[src/sv/hkr_pkg.sv]
// Shared types, constants and key translation functions for the HID keyboard
// report to ANSI unit. Used by the front, queue and back modules.
// No dependencies.
package hkr_pkg;

   localparam int KEY_SLOTS   = 6;
   localparam int QUEUE_DEPTH = 4;
   localparam int QPTR_W      = $clog2(QUEUE_DEPTH);
   localparam int QCNT_W      = $clog2(QUEUE_DEPTH + 1);

   localparam logic [7:0] SHIFT_BITS = 8'h22;
   localparam logic [7:0] CTRL_BITS  = 8'h11;
   localparam logic [7:0] MAP_SIZE   = 8'd57;
   localparam logic [3:0] MIN_LENGTH = 4'd2;
   localparam logic [3:0] MAX_LENGTH = 4'd9;
   localparam logic [3:0] BOOT_LENGTH = 4'd8;

   localparam logic [6:0] CH_ESC   = 7'h1B;
   localparam logic [6:0] CH_O     = 7'h4F;
   localparam logic [6:0] CH_LBR   = 7'h5B;
   localparam logic [6:0] CH_TILDE = 7'h7E;
   localparam logic [6:0] CH_LOW_A = 7'h61;
   localparam logic [6:0] CH_LOW_Z = 7'h7A;
   localparam logic [6:0] CTRL_OFS = 7'h60;

   localparam logic [7:0] KEY_F4 = 8'h3D;

   localparam logic [6:0] PLAIN_MAP [0:56] = '{
      7'h00, 7'h00, 7'h00, 7'h00, 7'h61, 7'h62, 7'h63, 7'h64, 7'h65, 7'h66,
      7'h67, 7'h68, 7'h69, 7'h6A, 7'h6B, 7'h6C, 7'h6D, 7'h6E, 7'h6F, 7'h70,
      7'h71, 7'h72, 7'h73, 7'h74, 7'h75, 7'h76, 7'h77, 7'h78, 7'h79, 7'h7A,
      7'h31, 7'h32, 7'h33, 7'h34, 7'h35, 7'h36, 7'h37, 7'h38, 7'h39, 7'h30,
      7'h0A, 7'h1B, 7'h08, 7'h09, 7'h20, 7'h2D, 7'h3D, 7'h5B, 7'h5D, 7'h5C,
      7'h00, 7'h3B, 7'h27, 7'h60, 7'h2C, 7'h2E, 7'h2F
   };

   localparam logic [6:0] SHIFT_MAP [0:56] = '{
      7'h00, 7'h00, 7'h00, 7'h00, 7'h41, 7'h42, 7'h43, 7'h44, 7'h45, 7'h46,
      7'h47, 7'h48, 7'h49, 7'h4A, 7'h4B, 7'h4C, 7'h4D, 7'h4E, 7'h4F, 7'h50,
      7'h51, 7'h52, 7'h53, 7'h54, 7'h55, 7'h56, 7'h57, 7'h58, 7'h59, 7'h5A,
      7'h21, 7'h40, 7'h23, 7'h24, 7'h25, 7'h5E, 7'h26, 7'h2A, 7'h28, 7'h29,
      7'h0A, 7'h1B, 7'h08, 7'h09, 7'h20, 7'h5F, 7'h2B, 7'h7B, 7'h7D, 7'h7C,
      7'h00, 7'h3A, 7'h22, 7'h7E, 7'h3C, 7'h3E, 7'h3F
   };

   typedef logic [KEY_SLOTS-1:0][7:0] slot_keys_type;

   typedef struct packed {
      logic [7:0] key;
      logic       shift;
      logic       ctrl;
      logic       last;
   } key_entry_type;

   function automatic logic [2:0] seq_len(input logic [7:0] key);
      logic [2:0] n;
      unique case (key)
         8'h3A, 8'h3B, 8'h3C, 8'h3D:                             n = 3'd3;
         8'h3E, 8'h3F, 8'h40, 8'h41, 8'h42, 8'h43, 8'h44, 8'h45: n = 3'd5;
         8'h49, 8'h4B, 8'h4C, 8'h4E:                             n = 3'd4;
         8'h4A, 8'h4D, 8'h4F, 8'h50, 8'h51, 8'h52:               n = 3'd3;
         default:                                                n = 3'd0;
      endcase
      return n;
   endfunction

   function automatic logic [6:0] seq_third(input logic [7:0] key);
      logic [6:0] c;
      unique case (key)
         8'h3A:                      c = 7'h50;
         8'h3B:                      c = 7'h51;
         8'h3C:                      c = 7'h52;
         8'h3D:                      c = 7'h53;
         8'h3E, 8'h3F, 8'h40, 8'h41: c = 7'h31;
         8'h42, 8'h43, 8'h44, 8'h45: c = 7'h32;
         8'h49:                      c = 7'h32;
         8'h4A:                      c = 7'h48;
         8'h4B:                      c = 7'h35;
         8'h4C:                      c = 7'h33;
         8'h4D:                      c = 7'h46;
         8'h4E:                      c = 7'h36;
         8'h4F:                      c = 7'h43;
         8'h50:                      c = 7'h44;
         8'h51:                      c = 7'h42;
         8'h52:                      c = 7'h41;
         default:                    c = 7'h00;
      endcase
      return c;
   endfunction

   function automatic logic [6:0] seq_fourth(input logic [7:0] key);
      logic [6:0] c;
      unique case (key)
         8'h3E:                      c = 7'h35;
         8'h3F:                      c = 7'h37;
         8'h40:                      c = 7'h38;
         8'h41:                      c = 7'h39;
         8'h42:                      c = 7'h30;
         8'h43:                      c = 7'h31;
         8'h44:                      c = 7'h33;
         8'h45:                      c = 7'h34;
         8'h49, 8'h4B, 8'h4C, 8'h4E: c = CH_TILDE;
         default:                    c = 7'h00;
      endcase
      return c;
   endfunction

   function automatic logic [6:0] seq_char(input logic [7:0] key, input logic [2:0] idx);
      logic [6:0] c;
      unique case (idx)
         3'd0:    c = CH_ESC;
         3'd1:    c = (key <= KEY_F4) ? CH_O : CH_LBR;
         3'd2:    c = seq_third(key);
         3'd3:    c = seq_fourth(key);
         default: c = CH_TILDE;
      endcase
      return c;
   endfunction

   function automatic logic [6:0] map_char(input logic [7:0] key, input logic shift,
                                           input logic ctrl);
      logic [6:0] c;
      c = 7'h00;
      if (key < MAP_SIZE) begin
         c = shift ? SHIFT_MAP[key[5:0]] : PLAIN_MAP[key[5:0]];
         if (ctrl && c >= CH_LOW_A && c <= CH_LOW_Z) begin
            c = c - CTRL_OFS;
         end
      end
      return c;
   endfunction

   function automatic logic [2:0] char_count(input logic [7:0] key, input logic shift,
                                             input logic ctrl);
      logic [2:0] n;
      n = seq_len(key);
      if (n == 3'd0) begin
         n = (map_char(key, shift, ctrl) != 7'h00) ? 3'd1 : 3'd0;
      end
      return n;
   endfunction

endpackage

[src/sv/hid_keyboard_report_to_ansi_unit.sv]
// Top level of the HID keyboard report to ANSI character unit.
// Depends on hkr_pkg, hkr_front, hkr_queue and hkr_back.
//
// Usage:
//   req_*  carries one keyboard report per transfer: length, modifier byte and
//          bytes 1 to 7. A report is taken whenever req_stall is low.
//   rsp_*  carries one 7-bit character per transfer; rsp_last_of_report marks
//          the final character of a report. A report that yields nothing
//          gives no transfer at all.
// Timing:
//   The intake scans the six key slots one per cycle, holding a new key while
//   the 4-entry key queue is full, as long escape sequences can make it; so
//   req_stall stays high after a report with new presses until its last new
//   key is queued, and not at all after a report without any. The first
//   character passes the stored slots, the key queue and the sequencer to the
//   output register, waiting a shift for each slot ahead of the first new key.
//   The sequencer sends one character per cycle while rsp_stall is low and
//   loads each key from the queue first; a report yields up to 30 characters.
// Stalls and reset:
//   rsp_stall holds the output register; the key queue then fills and the
//   intake stalls in turn. Reset clears the stored key slots to zero, empties
//   the queue and drops rsp_valid.
module hid_keyboard_report_to_ansi_unit (
   input  logic       clock,
   input  logic       reset,
   input  logic       req_valid,
   output logic       req_stall,
   input  logic [3:0] req_report_length,
   input  logic [7:0] req_modifier_byte,
   input  logic [7:0] req_report_byte1,
   input  logic [7:0] req_report_byte2,
   input  logic [7:0] req_report_byte3,
   input  logic [7:0] req_report_byte4,
   input  logic [7:0] req_report_byte5,
   input  logic [7:0] req_report_byte6,
   input  logic [7:0] req_report_byte7,
   output logic       rsp_valid,
   input  logic       rsp_stall,
   output logic [6:0] rsp_out_char,
   output logic       rsp_last_of_report
);

   logic                   push_valid;
   hkr_pkg::key_entry_type push_data;
   logic                   queue_full;
   logic                   queue_empty;
   logic                   queue_pop;
   hkr_pkg::key_entry_type queue_head;

   hkr_front u_front (
      .clock             (clock),
      .reset             (reset),
      .req_valid         (req_valid),
      .req_stall         (req_stall),
      .req_report_length (req_report_length),
      .req_modifier_byte (req_modifier_byte),
      .req_report_byte1  (req_report_byte1),
      .req_report_byte2  (req_report_byte2),
      .req_report_byte3  (req_report_byte3),
      .req_report_byte4  (req_report_byte4),
      .req_report_byte5  (req_report_byte5),
      .req_report_byte6  (req_report_byte6),
      .req_report_byte7  (req_report_byte7),
      .push_valid        (push_valid),
      .push_data         (push_data),
      .queue_full        (queue_full)
   );

   hkr_queue u_queue (
      .clock     (clock),
      .reset     (reset),
      .push      (push_valid),
      .push_data (push_data),
      .full      (queue_full),
      .pop       (queue_pop),
      .head      (queue_head),
      .empty     (queue_empty)
   );

   hkr_back u_back (
      .clock              (clock),
      .reset              (reset),
      .head               (queue_head),
      .empty              (queue_empty),
      .pop                (queue_pop),
      .rsp_valid          (rsp_valid),
      .rsp_stall          (rsp_stall),
      .rsp_out_char       (rsp_out_char),
      .rsp_last_of_report (rsp_last_of_report)
   );

endmodule

[src/sv/hkr_front.sv]
// Report intake: finds new key presses against the stored slots, updates the
// stored slots and feeds one queue entry per key that produces characters.
// Depends on hkr_pkg.
module hkr_front (
   input  logic                   clock,
   input  logic                   reset,
   input  logic                   req_valid,
   output logic                   req_stall,
   input  logic [3:0]             req_report_length,
   input  logic [7:0]             req_modifier_byte,
   input  logic [7:0]             req_report_byte1,
   input  logic [7:0]             req_report_byte2,
   input  logic [7:0]             req_report_byte3,
   input  logic [7:0]             req_report_byte4,
   input  logic [7:0]             req_report_byte5,
   input  logic [7:0]             req_report_byte6,
   input  logic [7:0]             req_report_byte7,
   output logic                   push_valid,
   output hkr_pkg::key_entry_type push_data,
   input  logic                   queue_full
);

   logic [hkr_pkg::KEY_SLOTS-1:0] pend_ff, pend_in, pend_new;
   hkr_pkg::slot_keys_type        key_ff, key_in, key_new;
   hkr_pkg::slot_keys_type        prev_ff, prev_in, prev_new;
   logic                          shift_ff, ctrl_ff, shift_new, ctrl_new;
   logic [7:0]                    bytes [8];
   logic [3:0]                    len_c;
   logic [3:0]                    start;
   logic [3:0]                    pos;
   logic                          slot_ok;
   logic                          seen;
   logic                          busy;
   logic                          take;
   logic                          advance;

   assign busy      = |pend_ff;
   assign req_stall = busy;
   assign take      = req_valid && !busy && (req_report_length >= hkr_pkg::MIN_LENGTH);

   assign push_valid     = pend_ff[0];
   assign push_data.key   = key_ff[0];
   assign push_data.shift = shift_ff;
   assign push_data.ctrl  = ctrl_ff;
   assign push_data.last  = ((pend_ff >> 1) == '0);
   assign advance        = busy && (!pend_ff[0] || !queue_full);

   always_comb begin
      bytes[0] = req_modifier_byte;
      bytes[1] = req_report_byte1;
      bytes[2] = req_report_byte2;
      bytes[3] = req_report_byte3;
      bytes[4] = req_report_byte4;
      bytes[5] = req_report_byte5;
      bytes[6] = req_report_byte6;
      bytes[7] = req_report_byte7;
      len_c = (req_report_length > hkr_pkg::MAX_LENGTH) ? hkr_pkg::MAX_LENGTH
                                                        : req_report_length;
      start = (len_c == hkr_pkg::BOOT_LENGTH) ? 4'd2 : 4'd1;
      shift_new = (req_modifier_byte & hkr_pkg::SHIFT_BITS) != 8'h00;
      ctrl_new  = (req_modifier_byte & hkr_pkg::CTRL_BITS) != 8'h00;
      pend_new = '0;
      key_new  = '0;
      prev_new = '0;
      for (int i = 0; i < hkr_pkg::KEY_SLOTS; i++) begin
         pos = start + 4'(i);
         slot_ok = pos < len_c;
         key_new[i] = bytes[pos[2:0]];
         seen = 1'b0;
         for (int j = 0; j < hkr_pkg::KEY_SLOTS; j++) begin
            if (prev_ff[j] == key_new[i]) begin
               seen = 1'b1;
            end
         end
         prev_new[i] = slot_ok ? key_new[i] : 8'h00;
         pend_new[i] = slot_ok && (key_new[i] != 8'h00) && !seen &&
                       (hkr_pkg::char_count(key_new[i], shift_new, ctrl_new) != 3'd0);
      end
   end

   always_comb begin
      pend_in = pend_ff;
      key_in  = key_ff;
      prev_in = prev_ff;
      if (take) begin
         pend_in = pend_new;
         key_in  = key_new;
         prev_in = prev_new;
      end else if (advance) begin
         pend_in = pend_ff >> 1;
         for (int i = 0; i < hkr_pkg::KEY_SLOTS - 1; i++) begin
            key_in[i] = key_ff[i+1];
         end
      end
   end

   always_ff @(posedge clock) begin
      if (reset) begin
         pend_ff <= '0;
         prev_ff <= '0;
      end else begin
         pend_ff <= pend_in;
         prev_ff <= prev_in;
      end
   end

   always_ff @(posedge clock) begin
      key_ff <= key_in;
      if (take) begin
         shift_ff <= shift_new;
         ctrl_ff  <= ctrl_new;
      end
   end

endmodule

[src/sv/hkr_queue.sv]
// Short FIFO of pressed-key entries between the report intake and the
// character sequencer. Depends on hkr_pkg.
module hkr_queue (
   input  logic                   clock,
   input  logic                   reset,
   input  logic                   push,
   input  hkr_pkg::key_entry_type push_data,
   output logic                   full,
   input  logic                   pop,
   output hkr_pkg::key_entry_type head,
   output logic                   empty
);

   hkr_pkg::key_entry_type            mem_ff [hkr_pkg::QUEUE_DEPTH];
   logic [hkr_pkg::QPTR_W-1:0]        wr_ptr_ff, wr_ptr_in;
   logic [hkr_pkg::QPTR_W-1:0]        rd_ptr_ff, rd_ptr_in;
   logic [hkr_pkg::QCNT_W-1:0]        count_ff, count_in;
   logic                              do_push, do_pop;

   assign full    = count_ff == hkr_pkg::QCNT_W'(hkr_pkg::QUEUE_DEPTH);
   assign empty   = count_ff == '0;
   assign do_push = push && !full;
   assign do_pop  = pop && !empty;
   assign head    = mem_ff[rd_ptr_ff];

   always_comb begin
      wr_ptr_in = wr_ptr_ff;
      rd_ptr_in = rd_ptr_ff;
      count_in  = count_ff;
      if (do_push) begin
         wr_ptr_in = (wr_ptr_ff == hkr_pkg::QPTR_W'(hkr_pkg::QUEUE_DEPTH - 1))
                     ? '0 : wr_ptr_ff + hkr_pkg::QPTR_W'(1);
      end
      if (do_pop) begin
         rd_ptr_in = (rd_ptr_ff == hkr_pkg::QPTR_W'(hkr_pkg::QUEUE_DEPTH - 1))
                     ? '0 : rd_ptr_ff + hkr_pkg::QPTR_W'(1);
      end
      if (do_push && !do_pop) begin
         count_in = count_ff + hkr_pkg::QCNT_W'(1);
      end else if (do_pop && !do_push) begin
         count_in = count_ff - hkr_pkg::QCNT_W'(1);
      end
   end

   always_ff @(posedge clock) begin
      if (reset) begin
         wr_ptr_ff <= '0;
         rd_ptr_ff <= '0;
         count_ff  <= '0;
      end else begin
         wr_ptr_ff <= wr_ptr_in;
         rd_ptr_ff <= rd_ptr_in;
         count_ff  <= count_in;
      end
   end

   always_ff @(posedge clock) begin
      if (do_push) begin
         mem_ff[wr_ptr_ff] <= push_data;
      end
   end

endmodule

[src/sv/hkr_back.sv]
// Character sequencer: expands one queued key into its escape sequence or
// mapped character and drives the registered result channel. Depends on hkr_pkg.
module hkr_back (
   input  logic                   clock,
   input  logic                   reset,
   input  hkr_pkg::key_entry_type head,
   input  logic                   empty,
   output logic                   pop,
   output logic                   rsp_valid,
   input  logic                   rsp_stall,
   output logic [6:0]             rsp_out_char,
   output logic                   rsp_last_of_report
);

   logic                   active_ff, active_in;
   logic [2:0]             idx_ff, idx_in;
   logic [2:0]             len_ff;
   hkr_pkg::key_entry_type cur_ff;
   logic                   rsp_valid_ff, rsp_valid_in;
   logic [6:0]             rsp_char_ff;
   logic                   rsp_last_ff;
   logic                   out_free;
   logic                   emit;
   logic                   final_char;
   logic [6:0]             next_char;

   assign out_free   = !rsp_valid_ff || !rsp_stall;
   assign pop        = !active_ff && !empty;
   assign emit       = active_ff && out_free;
   assign final_char = idx_ff == (len_ff - 3'd1);
   assign next_char  = (hkr_pkg::seq_len(cur_ff.key) != 3'd0)
                       ? hkr_pkg::seq_char(cur_ff.key, idx_ff)
                       : hkr_pkg::map_char(cur_ff.key, cur_ff.shift, cur_ff.ctrl);

   assign rsp_valid          = rsp_valid_ff;
   assign rsp_out_char       = rsp_char_ff;
   assign rsp_last_of_report = rsp_last_ff;

   always_comb begin
      active_in    = active_ff;
      idx_in       = idx_ff;
      rsp_valid_in = rsp_valid_ff && rsp_stall;
      if (pop) begin
         active_in = 1'b1;
         idx_in    = 3'd0;
      end else if (emit) begin
         idx_in = idx_ff + 3'd1;
         if (final_char) begin
            active_in = 1'b0;
         end
      end
      if (emit) begin
         rsp_valid_in = 1'b1;
      end
   end

   always_ff @(posedge clock) begin
      if (reset) begin
         active_ff    <= 1'b0;
         idx_ff       <= '0;
         rsp_valid_ff <= 1'b0;
      end else begin
         active_ff    <= active_in;
         idx_ff       <= idx_in;
         rsp_valid_ff <= rsp_valid_in;
      end
   end

   always_ff @(posedge clock) begin
      if (pop) begin
         cur_ff <= head;
         len_ff <= hkr_pkg::char_count(head.key, head.shift, head.ctrl);
      end
      if (emit) begin
         rsp_char_ff <= next_char;
         rsp_last_ff <= cur_ff.last && final_char;
      end
   end

endmodule

[config.mk]
export PLATFORM = sky130hd
export DESIGN_NAME = hid_keyboard_report_to_ansi_unit
export DESIGN_NICKNAME = d
export VERILOG_FILES = /design/src/sv/hkr_pkg.sv /design/src/sv/hid_keyboard_report_to_ansi_unit.sv /design/src/sv/hkr_front.sv /design/src/sv/hkr_queue.sv /design/src/sv/hkr_back.sv
export SDC_FILE = /design/constraint.sdc
export NUM_CORES = 1
export LEC_CHECK = 0
export BUFFER_PORTS_ARGS = -buffer_cell sky130_fd_sc_hd__buf_4
export CAP_MARGIN = 20
export CORE_ASPECT_RATIO = 1.2
export CORE_MARGIN = 3
export CORE_UTILIZATION = 50
export CTS_BUF_LIST = sky130_fd_sc_hd__clkbuf_4 sky130_fd_sc_hd__clkbuf_8
export DETAILED_ROUTE_END_ITERATION = 7
export PLACE_DENSITY = 0.66
export SYNTH_ARGS = -nofsm -noshare
export SYNTH_HDL_FRONTEND = slang
export SYNTH_SLANG_ARGS = --single-unit
export TNS_END_PERCENT = 30
[constraint.sdc]
create_clock -name clock -period 5.41 [get_ports clock]
set_input_delay 1.082 -clock clock [delete_from_list [all_inputs] [get_ports clock]]
set_output_delay 1.082 -clock clock [all_outputs]
set_load 0.02 [all_outputs]
==> qor_table.md <==
| Result | This run | Unit |
|:---|:---|:---|
| Ys Warns | 0 | - |
| Relative max-transition margin | 31.8 | % |
| Row Count | 80 | - |
| Final number of max-transition violations | 0 | - |
| Cells after synthesis | 2,605 | - |
| Final Net Count | 2,640 | - |
| Setup slack, reg-to-reg | 1.16 | ns |
| Launch point of the worst reg-to-reg path | u_back.cur_ff[4] | - |
| Critical Path Fanout Max | 26 | - |
| Later-pin clock latency in the skew report | 0.48 | ns |
| Area growth from synthesis to layout | 5.54 | % |
| Post-layout utilization of the core | 53.9 | % |
| CTS Buf Count | 17 | - |
| Synthesized area divided by synthesized cell count | 7.85 | µm² |
| Clock-pin transition on the worst setup and hold timing paths | 0.09 | ns |
| Cell-by-cell trace of the critical path | buf_4 -> or4b_4 -> mux2_2 -> clkinv_1 -> ha_1 -> nor2_1 -> o21ai_0 -> a311o_1 -> a211o_1 -> nor4_1 -> a2111oi_2 | - |
| Final-report setup violation count | 0 | - |
| Number of global-route vias before repair | 20,200 | - |
| Asr flop ratio synth | 0 | % |
| Sequential element share of the synthesized area | 23.7 | % |
| Capturing point of the worst reg2reg path | u_back.rsp_out_char[6] | - |
| Class of the worst hold path | reg -> reg | - |
| Clock root buffer | sky130_fd_sc_hd__clkbuf_8 | - |
| Synth unique cells | 92 | - |
| Worst EP arrival | 4.77 | ns |
| Critical path startpoint category | input pin | - |
| Primary FF master, synth | sky130_fd_sc_hd__edfxtp_1 | - |
| Ratio of cells with drive above 1 in the final layout | 11.9 | % |
| Post-detailed-routing wire length | 78,300 | µm |
| Total overflow reported by the global router | 0 | - |
| Total of max-cap violations | 0 | - |
| Number of buffer cells added on primary ports | 77 | - |
| Actual transition at the worst max-transition pin | 1.01 | ns |
| Deepest clock path buffer count | 2 | - |
| Worst hold path cell count | 2 | - |
| Layout filler cell count | 3,843 | - |
| Required time reported for the critical path endpoint | 5.72 | ns |
| Achievable clock frequency | 0.224 | GHz |
| Worst stage delay on the critical path | 0.76 | ns |
| Worst setup skew after layout | 0.0238 | ns |
| Core Area | 40,000 | µm² |
| Final worst path period share | 82.4 | % |
| VDD IR-drop max | 0.258 | mV |
| Length of the first detailed-routing pass in iterations | 7 | - |
| Combined buffer and inverter count along the critical path | 2 | - |
| Number of gates resized after cts | 0 | - |
| Summed instance area of the synthesized netlist | 20,500 | µm² |
| First-pass GRT wire length | 120,000 | µm |
| Number of violations reported at the end of detailed-routing iteration 0 | 2,728 | - |
| Per-cell routed wire length | 25.7 | µm |
| Clock tree from TritonCTS | done | - |
| Number of hold violations in the final report | 0 | - |
| Maximum level of the CTS H-tree | 4 | - |
| Number of primary I/O pins | 82 | - |
| Worst setup path category | in -> reg | - |
| GRT Util Overall | 35.2 | % |
| Cell type group with the largest total delay on the critical path | simple AND/OR/NAND/NOR gates | - |
| Via density per instance | 7.05 | - |
| Number of flops mapped to enable cells by yosys | 116 | - |
| Post-Route Setup TNS | 0 | ns |
| Startpoint of the tightest hold check path | u_queue.rd_ptr_ff[1] | - |
| Maximum number of pins on one net before global-route repair | 106 | - |
| Category of the worst setup path capture point | flip-flop | - |
| Initial antenna violation count | 1 | - |
| Die Outline Area | 43,400 | µm² |
| Standard cell with the maximum stage delay on the critical path | sky130_fd_sc_hd__or4b_4 | - |
| Worst-case reg-to-reg path depth | 10 | - |
| Post-Synthesis Net Count | 2,747 | - |
| Time the worst path needs with I/O delays and setup | 4.46 | ns |
| Height of the chip | 228 | µm |
| Leakage power | 7.44 | nW |
| DRC violations left | 0 | - |
| Initial Utilization | 51.1 | % |
| Buffers inserted by post-CTS timing repair | 0 | - |
| Number of antenna-violating nets in the routed design | 0 | - |
| Run status | complete, no violations | - |
| Unrepaired setup endpoints after global routing | no | - |
| Count of hold-fix buffers inserted at cts | 0 | - |
| P per Cell Area | 384 | nW/µm² |
| End of the worst hold path | u_queue.rd_ptr_ff[1] | - |
| CTS Sinks | 184 | - |
| Synthesized flop and latch total | 184 | - |
| Die width | 191 | µm |
| HPWL reported at the end of detailed placement | 54,700 | µm |
| Total vias in the final route | 21,500 | - |
| Final RePlAce weighted congestion | 1.03 | - |
## cell usage after synthesis (all sizes together) (21+ instances only)
library cell,count,share of area (%)
nand2b,28,0.86
nor4,44,1.3
a31oi,44,1.3
a211oi,44,1.6
xnor2,201,8.6
o221ai,21,0.90
xor2,42,1.8
nand4,60,1.8
mux2,45,2.5
nor3,83,2.0
buf,115,2.7
a21oi,143,3.5
ha,69,4.2
a2111oi,29,1.3
o22ai,41,1.3
mux2i,94,5.0
dfxtp,68,6.7
inv,75,1.4
a22oi,45,1.7
clkbuf,167,3.1
o211ai,34,1.2
a221oi,27,1.2
nand3,67,1.6
edfxtp,116,17
nand2,208,3.8
nor2,214,3.9
o21ai,144,3.5
## power by group
group          internal [mW]  switching (mW)  total (mW)
registers               2.15           0.633        2.78
clock network          0.473           0.542        1.02
logic                   1.68            2.80        4.48
## worst min-delay path, cell delays in order, from the launching register on
cell	delay (ns)
sky130_fd_sc_hd__dfxtp_1	0.33
sky130_fd_sc_hd__nand2_1	0.05
sky130_fd_sc_hd__a21oi_1	0.06
## per-layer routing
layer | part of all wire [%] | GRT usage, % | wire, µm | vias to the layer above
met5 | 0 | 0 | 0 | -
met3 | 11 | 7.41 | 8360 | 335
met2 | 45 | 56.3 | 35100 | 1453
met4 | 7.1 | 20.2 | 5570 | 0
met1 | 37 | 44.1 | 29300 | 10200
li1 | - | - | - | 9510
## flip-flops by register name, indices dropped and copies added (netlist names), 3 cells and up, named ones only
signal               flops
u_front.prev_ff         48
u_front.key_ff          40
u_back.cur_ff           11
u_queue.mem_ff          44
u_front.push_data        8
u_back.len_ff            3
u_queue.count_ff         3
u_back.rsp_out_char      7
u_front.pend_ff          6
u_back.idx_ff            3
## cell usage in the layout, fill, tap and decap left out, types with 44 or more instances in the layout
| master | n |
|---|---|
| sky130_fd_sc_hd__nor2_1 | 213 |
| sky130_fd_sc_hd__a31oi_1 | 44 |
| sky130_fd_sc_hd__nand3_1 | 67 |
| sky130_fd_sc_hd__a21oi_1 | 143 |
| sky130_fd_sc_hd__nor4_1 | 44 |
| sky130_fd_sc_hd__nand4_1 | 60 |
| sky130_fd_sc_hd__ha_1 | 69 |
| sky130_fd_sc_hd__xnor2_1 | 201 |
| sky130_fd_sc_hd__dfxtp_1 | 68 |
| sky130_fd_sc_hd__buf_4 | 155 |
| sky130_fd_sc_hd__nor3_1 | 83 |
| sky130_fd_sc_hd__a211oi_1 | 44 |
| sky130_fd_sc_hd__a22oi_1 | 45 |
| sky130_fd_sc_hd__inv_1 | 68 |
| sky130_fd_sc_hd__edfxtp_1 | 116 |
| sky130_fd_sc_hd__nand2_1 | 208 |
| sky130_fd_sc_hd__o21ai_0 | 142 |
| sky130_fd_sc_hd__mux2i_1 | 76 |
## worst max path at each step
| stage | start | endpoint | depth (start not counted) |
|---|---|---|---|
| 3_5_place_dp | req_report_length[2] | u_front.pend_ff[1] | 11 |
| 2_1_floorplan | req_report_length[2] | u_front.pend_ff[2] | 15 |
| 4_1_cts | req_report_length[2] | u_front.pend_ff[1] | 11 |
| 6_report | req_report_length[2] | u_front.pend_ff[1] | 11 |
| 5_1_grt | req_report_length[2] | u_front.pend_ff[1] | 11 |
| 3_3_place_gp | req_report_length[2] | u_front.pend_ff[0] | 10 |
## through the flow
stage	worst slack [ns]	instances	power, mW	area [µm²]	hold slack, ns
floorplan	0.654	2605	5.83	20500	0.454
global placement	0.599	3012	7.03	21200	0.462
detailed placement	0.546	3012	7.15	21200	0.474
CTS	1.05	3044	8.15	21600	0.487
global route	0.831	3044	8.78	21600	0.516
finish	0.950	3046	8.28	21600	0.485
## cells by family after synthesis
| kind of cell | count (synthesis) | share of synthesized area [%] |
|---|---|---|
| xor gates and xnor gates | 243 | 10.4 |
| DFF | 184 | 23.7 |
| AOI/OAI and AO/OA | 747 | 25.0 |
| and+or+nand+nor | 846 | 20.4 |
| adders and majority gates | 70 | 4.32 |
| buffers and inverters | 364 | 7.29 |
| muxes | 151 | 8.83 |
## final cells by class
type	count	area [µm²]	share of cell area, %
clock buffers	19	249	1.15
multi-input cells	2057	14200	65.6
clock inverters	13	168	0.777
repair buffers	156	1180	5.48
diodes	2	5.00	0.0232
well taps	533	667	3.09
inverters	82	308	1.43
flip-flops and latches	184	4840	22.4
No activity file was read; power rests on OpenSTA's default activity.
